$ cat src/rtl/bfmp_pkg.sv
// Package: shared constants and types for the fill meeting point block.
`default_nettype none
package bfmp_pkg;
  localparam int MAX_ROWS      = 64;
  localparam int MAX_COLS      = 64;
  localparam int WALL_LIST_LEN = 4;
  localparam int ROW_W         = $clog2(MAX_ROWS);
  localparam int COL_W         = $clog2(MAX_COLS);
  localparam int ADDR_W        = ROW_W + COL_W;
  localparam int CHAR_W        = 8;
  localparam int CFG_IDX_W     = 3;
  localparam int CFG_DATA_W    = 8;

  localparam logic [CFG_IDX_W-1:0] REG_GRID_ROWS    = 3'd0;
  localparam logic [CFG_IDX_W-1:0] REG_GRID_COLS    = 3'd1;
  localparam logic [CFG_IDX_W-1:0] REG_WALL_CHAR_A  = 3'd2;
  localparam logic [CFG_IDX_W-1:0] REG_WALL_CHAR_B  = 3'd3;
  localparam logic [CFG_IDX_W-1:0] REG_WALL_CHAR_C  = 3'd4;
  localparam logic [CFG_IDX_W-1:0] REG_WALL_CHAR_D  = 3'd5;
  localparam logic [CFG_IDX_W-1:0] REG_WALL_COUNT   = 3'd6;
  localparam logic [CFG_IDX_W-1:0] REG_LIST_IS_OPEN = 3'd7;

  localparam logic OP_WRITE  = 1'b0;
  localparam logic OP_SEARCH = 1'b1;

  typedef struct packed {
    logic [WALL_LIST_LEN-1:0][CHAR_W-1:0] chars;
    logic [2:0]                           count;
    logic                                 list_open;
  } wall_cfg_t;
endpackage
`default_nettype wire

$ cat src/rtl/bfmp_wall.sv
// Cell classifier: open or wall under the configured character list.
`default_nettype none
module bfmp_wall (
  input  wire logic [bfmp_pkg::CHAR_W-1:0] ch,
  input  wire bfmp_pkg::wall_cfg_t         cfg,
  output logic                             is_open
);
  logic listed;

  always_comb begin
    listed = 1'b0;
    for (int k = 0; k < bfmp_pkg::WALL_LIST_LEN; k++) begin
      if ((cfg.count > 3'(k)) && (cfg.chars[k] == ch)) begin
        listed = 1'b1;
      end
    end
    is_open = cfg.list_open ? listed : !listed;
  end
endmodule
`default_nettype wire

$ cat config.mk
export PLATFORM = sky130hd
export DESIGN_NAME = bfmp_wall
export DESIGN_NICKNAME = d
export VERILOG_FILES = /design/src/rtl/bfmp_pkg.sv /design/src/rtl/bfmp_wall.sv
export SDC_FILE = /design/constraint.sdc
export NUM_CORES = 1
export LEC_CHECK = 0
export BUFFER_PORTS_ARGS = -buffer_cell sky130_fd_sc_hd__buf_4
export CAP_MARGIN = 0
export CORE_AREA = 2 2 39 41
export DETAILED_ROUTE_END_ITERATION = 16
export DIE_AREA = 0 0 41 43
export PLACE_DENSITY = 0.76
export SLEW_MARGIN = 15
export SYNTH_ARGS = -nofsm -noshare
export SYNTH_HDL_FRONTEND = slang
export SYNTH_SLANG_ARGS = --single-unit
$ cat constraint.sdc
create_clock -name vclk -period 0.8
set_input_delay 0.04 -clock vclk [all_inputs]
set_output_delay 0.04 -clock vclk [all_outputs]
set_load 0.03 [all_outputs]
After elaboration in Yosys (flattened, before gate mapping)
Cells that the tools add are included.

word-level totals
  bits in registers = 0

cells by class
  magnitude comparators = 4
  eq/ne operators = 4
  multiplexer cells = 5
  reductions and logical operators = 5

operators with widths
  cell                                                                             number
  8-bit == test                                                                    4
  3-bit by 1-bit greater-than comparator with 1-bit output, second input constant  2
  3-bit by 2-bit greater-than comparator with 1-bit output, second input constant  2
  1-bit 2-to-1 mux                                                                 5
  1-bit logical AND                                                                4
  1-bit zero test                                                                  1

Longest topological paths before layout
  depth in word-level cells = 8
  gate-level depth with buffers = 5

Least setup slack after synthesis
No wires, ideal clock.

  path type = input -> output
  start = input port cfg[1] in the netlist's numbering
  end = output port is_open
  data arrival time = 988 ps
  setup slack = -228 ps
  stages on the path = 5
  buffers on the path = 0
  path through = nor3_1 nor4_1 nand4_1 nand4_1 xnor2_1

between the ends
  cells in the longest elaborated chain, start to end = 8
  elaborated cells between the ends (all ways) = 14
  classes of those cells = order compare (4); mux (5); reduce/logical (5)

ends and longest elaborated chain
  element                                                   RTL line         RTL
  start, declared                                           bfmp_wall.sv:5   input wire bfmp_pkg::wall_cfg_t cfg,
  3-bit by 1-bit greater-than comparator with 1-bit output  bfmp_wall.sv:13  if ((cfg.count > 3'(k)) && (cfg.chars[k] == ch)) begin
  1-bit logical AND                                         bfmp_wall.sv:13
  1-bit 2-to-1 mux (3 in series)                            bfmp_wall.sv:13
  1-bit 2-to-1 mux *                                        bfmp_wall.sv:13
  1-bit zero test                                           bfmp_wall.sv:17  is_open = cfg.list_open ? listed : !listed;
  1-bit 2-to-1 mux *                                        bfmp_wall.sv:17
  end, declared                                             bfmp_wall.sv:6   output logic is_open

Every way passes the cells marked *; elsewhere a longest branch is shown, timed or not.

Final worst setup path
  start = input port cfg[12] in the netlist's numbering
  end = output port is_open

between the ends
  cells in the longest elaborated chain, start to end = 7

ends and longest elaborated chain
  element                           RTL line
  8-bit == test *                   bfmp_wall.sv:13
  1-bit logical AND *               bfmp_wall.sv:13
  1-bit 2-to-1 mux * (3 in series)  bfmp_wall.sv:13
  1-bit zero test                   bfmp_wall.sv:17
  1-bit 2-to-1 mux *                bfmp_wall.sv:17

Marks and branches as above.

==> summary.txt <==
Outcome
  • Outcome: complete, but fails checks
  • Failing checks: negative setup slack

Die
  • Die area: 1760 um2
  • Die height: 43 um
  • Initial Util: 0.273
  • Core box area: 1380 um2
  • Num ports: between 40 and 50
  • Core Rows: 14
  • Die Span X: 41 um

Worst setup path
  • CP arrival: 1.17 ns
  • Critical path capture point type: primary output
  • Critical Path RT: 0.76 ns
  • Startpoint types: input port
  • Worst setup path start: cfg[12]
  • Setup CP Type: input port to primary output
  • CP Max Fanout: 1

Power and ir drop
  • Clk pwr share: 0
  • Leak: 0.406 nW
  • Internal power component: 0.266 mW
  • Maximum VDD drop: 0.218 mV
  • Comb pwr share: 1.000
  • Pwr Total: 0.432 mW
  • Switch share: 0.383
  • P_sw: between 0.15 and 0.2 mW
  • P per Cell Area: 510 nW/um2
  • Sequential share of power: 0

Layout
  • # fillers: 128
  • Seq. cell area: 0 um2
  • Multi-input logic area: 418 um2
  • Non-filler cells, final: 116
  • Layout cell share with drive strength beyond 1: 0.580
  • Inserted Diodes: 0
  • Post-route cell area: about 850 um2
  • Clkbuf count: 0
  • Fin nets: between 100 and 150
  • Area Overhead vs Synth: 124%
  • FF+latch count: 0

Logic synthesis
  • Mean Syn Cell Area: 7.87 um2
  • Yosys warning count: 0
  • Synth cell types: 7
  • Mapped Area: 378 um2
  • Register area share after synthesis: 0
  • Mapped Cells: 48
  • Synthesized Nets: 92
  • Top post-synthesis cells by area: xor2_1 (60%), xnor2_1 (16%), nand4_1 (6.6%)
  • Cell taking the most area after synthesis: xor2_1
  • Share of the synthesized area in the top cell type: 0.603

Global route
  • First-pass GRT wire length: roughly 1.9 mm
  • Pin count of the biggest net entering global routing: 5
  • Total gr overflow: 0
  • All-layer global routing usage: 0.144
  • Initial antenna violation count: 0
  • Number of global-route vias before repair: 488

STA
  • Final Max Slew Viols: 0
  • Worst slew pin tran: 0.233 ns
  • Crit share post-route: 1.52
  • Final setup fails: 1
  • Minimum clock period: 1.21 ns
  • Final hold vios: 0
  • Final WS setup: -0.414 ns
  • Setup TNS: -0.414 ns
  • F_max: 824 MHz
  • RSZ-0062 raised after global routing: yes
  • Hold_ws: 0.359 ns
  • Relative slew slack: 0.844

Placed design
  • GPL Wtd Cong: 0.738
  • Inst Count DP: approximately 120
  • Post-DP Area: 796 um2
  • PortBufs: 45
  • Hpwl dp: 1.14 mm

Drt
  • Final wirelength: ~1.2 mm
  • DR DRC count: 0
  • Avg WL per Cell: 10.6 um
  • Drt pass-1 iters: 2
  • Remaining antenna violation count after routing: 0
  • Vias: 521
  • Vias/cell: 4.49
  • Drt first-iter violations: 3

Clocking
  • Post-CTS Setup Bufs: 0

Hold path
  • Hold crit path type: input port to primary output
  • Hold Startpoint: cfg[0]

Run
  • Max_cap viols: 0
## cell type report
type / instances / share of cell area
tap: 16 / 0.0236
timing repair buffer: 52 / 0.483
multi-input combinational: 48 / 0.493
## stage by stage
step	setup slack, ns	util
floorplan	-0.122	-
global placement	-0.481	0.575
detailed placement	-0.439	0.575
CTS	-0.400	0.592
global route	-0.495	0.612
finish	-0.414	0.612
## metal layers
metal  GRT usage  vias to the layer above  part of all wire
met5           0                        -                 0
met4           0                        0                 0
met3     0.00524                        0             0.088
met2       0.281                       22              0.58
met1       0.168                      227              0.33
li1            -                      272                 -
## synthesized netlist by cell type
library cell	count
nor4_1	4
xnor2_1	7
nand4_1	4
xor2_1	26
nor3_1	5
a21oi_1	1
o2111ai_1	1
## logic make-up (layout without fill, tap and decap cells)
| group | after synthesis | after routing | synth area share |
|---|---|---|---|
| AND/OR/NAND/NOR | 13 | 13 | 0.199 |
| buffers and inverters | 0 | 52 | 0 |
| AO/OA/AOI/OAI | 2 | 2 | 0.0364 |
| XOR/XNOR | 33 | 33 | 0.765 |
## worst paths after layout
path       to  slack (ns)  cells after the start
max   is_open       -0.41                      7
min   is_open        0.36                      3
## power by group through the flow
| stage | Sequential [mW] | Clock, mW | Combinational [mW] |
|---|---|---|---|
| floorplan | 0 | 0 | 0.140 |
| global placement | 0 | 0 | 0.401 |
| detailed placement | 0 | 0 | 0.405 |
| CTS | 0 | 0 | 0.420 |
| global route | 0 | 0 | 0.466 |
| finish | 0 | 0 | 0.432 |
## cell usage in the layout, fill, tap and decap left out
| cell | instances |
|---|---|
| a21oi_1 | 1 |
| xor2_1 | 24 |
| xnor2_2 | 1 |
| nor4_2 | 2 |
| nor3_2 | 1 |
| nand4_1 | 4 |
| o2111ai_1 | 1 |
| buf_8 | 1 |
| buf_4 | 48 |
| xor2_2 | 2 |
| xnor2_1 | 6 |
| buf_6 | 3 |
| nor4_1 | 2 |
| nor3_1 | 4 |
## worst max-delay path, stage by stage
cell	delay, ns
buf_6	0.10
xor2_2	0.17
nor4_2	0.29
o2111ai_1	0.15
nand4_1	0.15
xnor2_2	0.13
buf_6	0.15
## timing repair
item                       4_1_cts  5_1_grt
hold buffers                     0        0
setup endpoints to repair        1        1
pin swaps                        7        2
gates resized for setup          6        4
No activity file was read; power rests on OpenSTA's default activity.
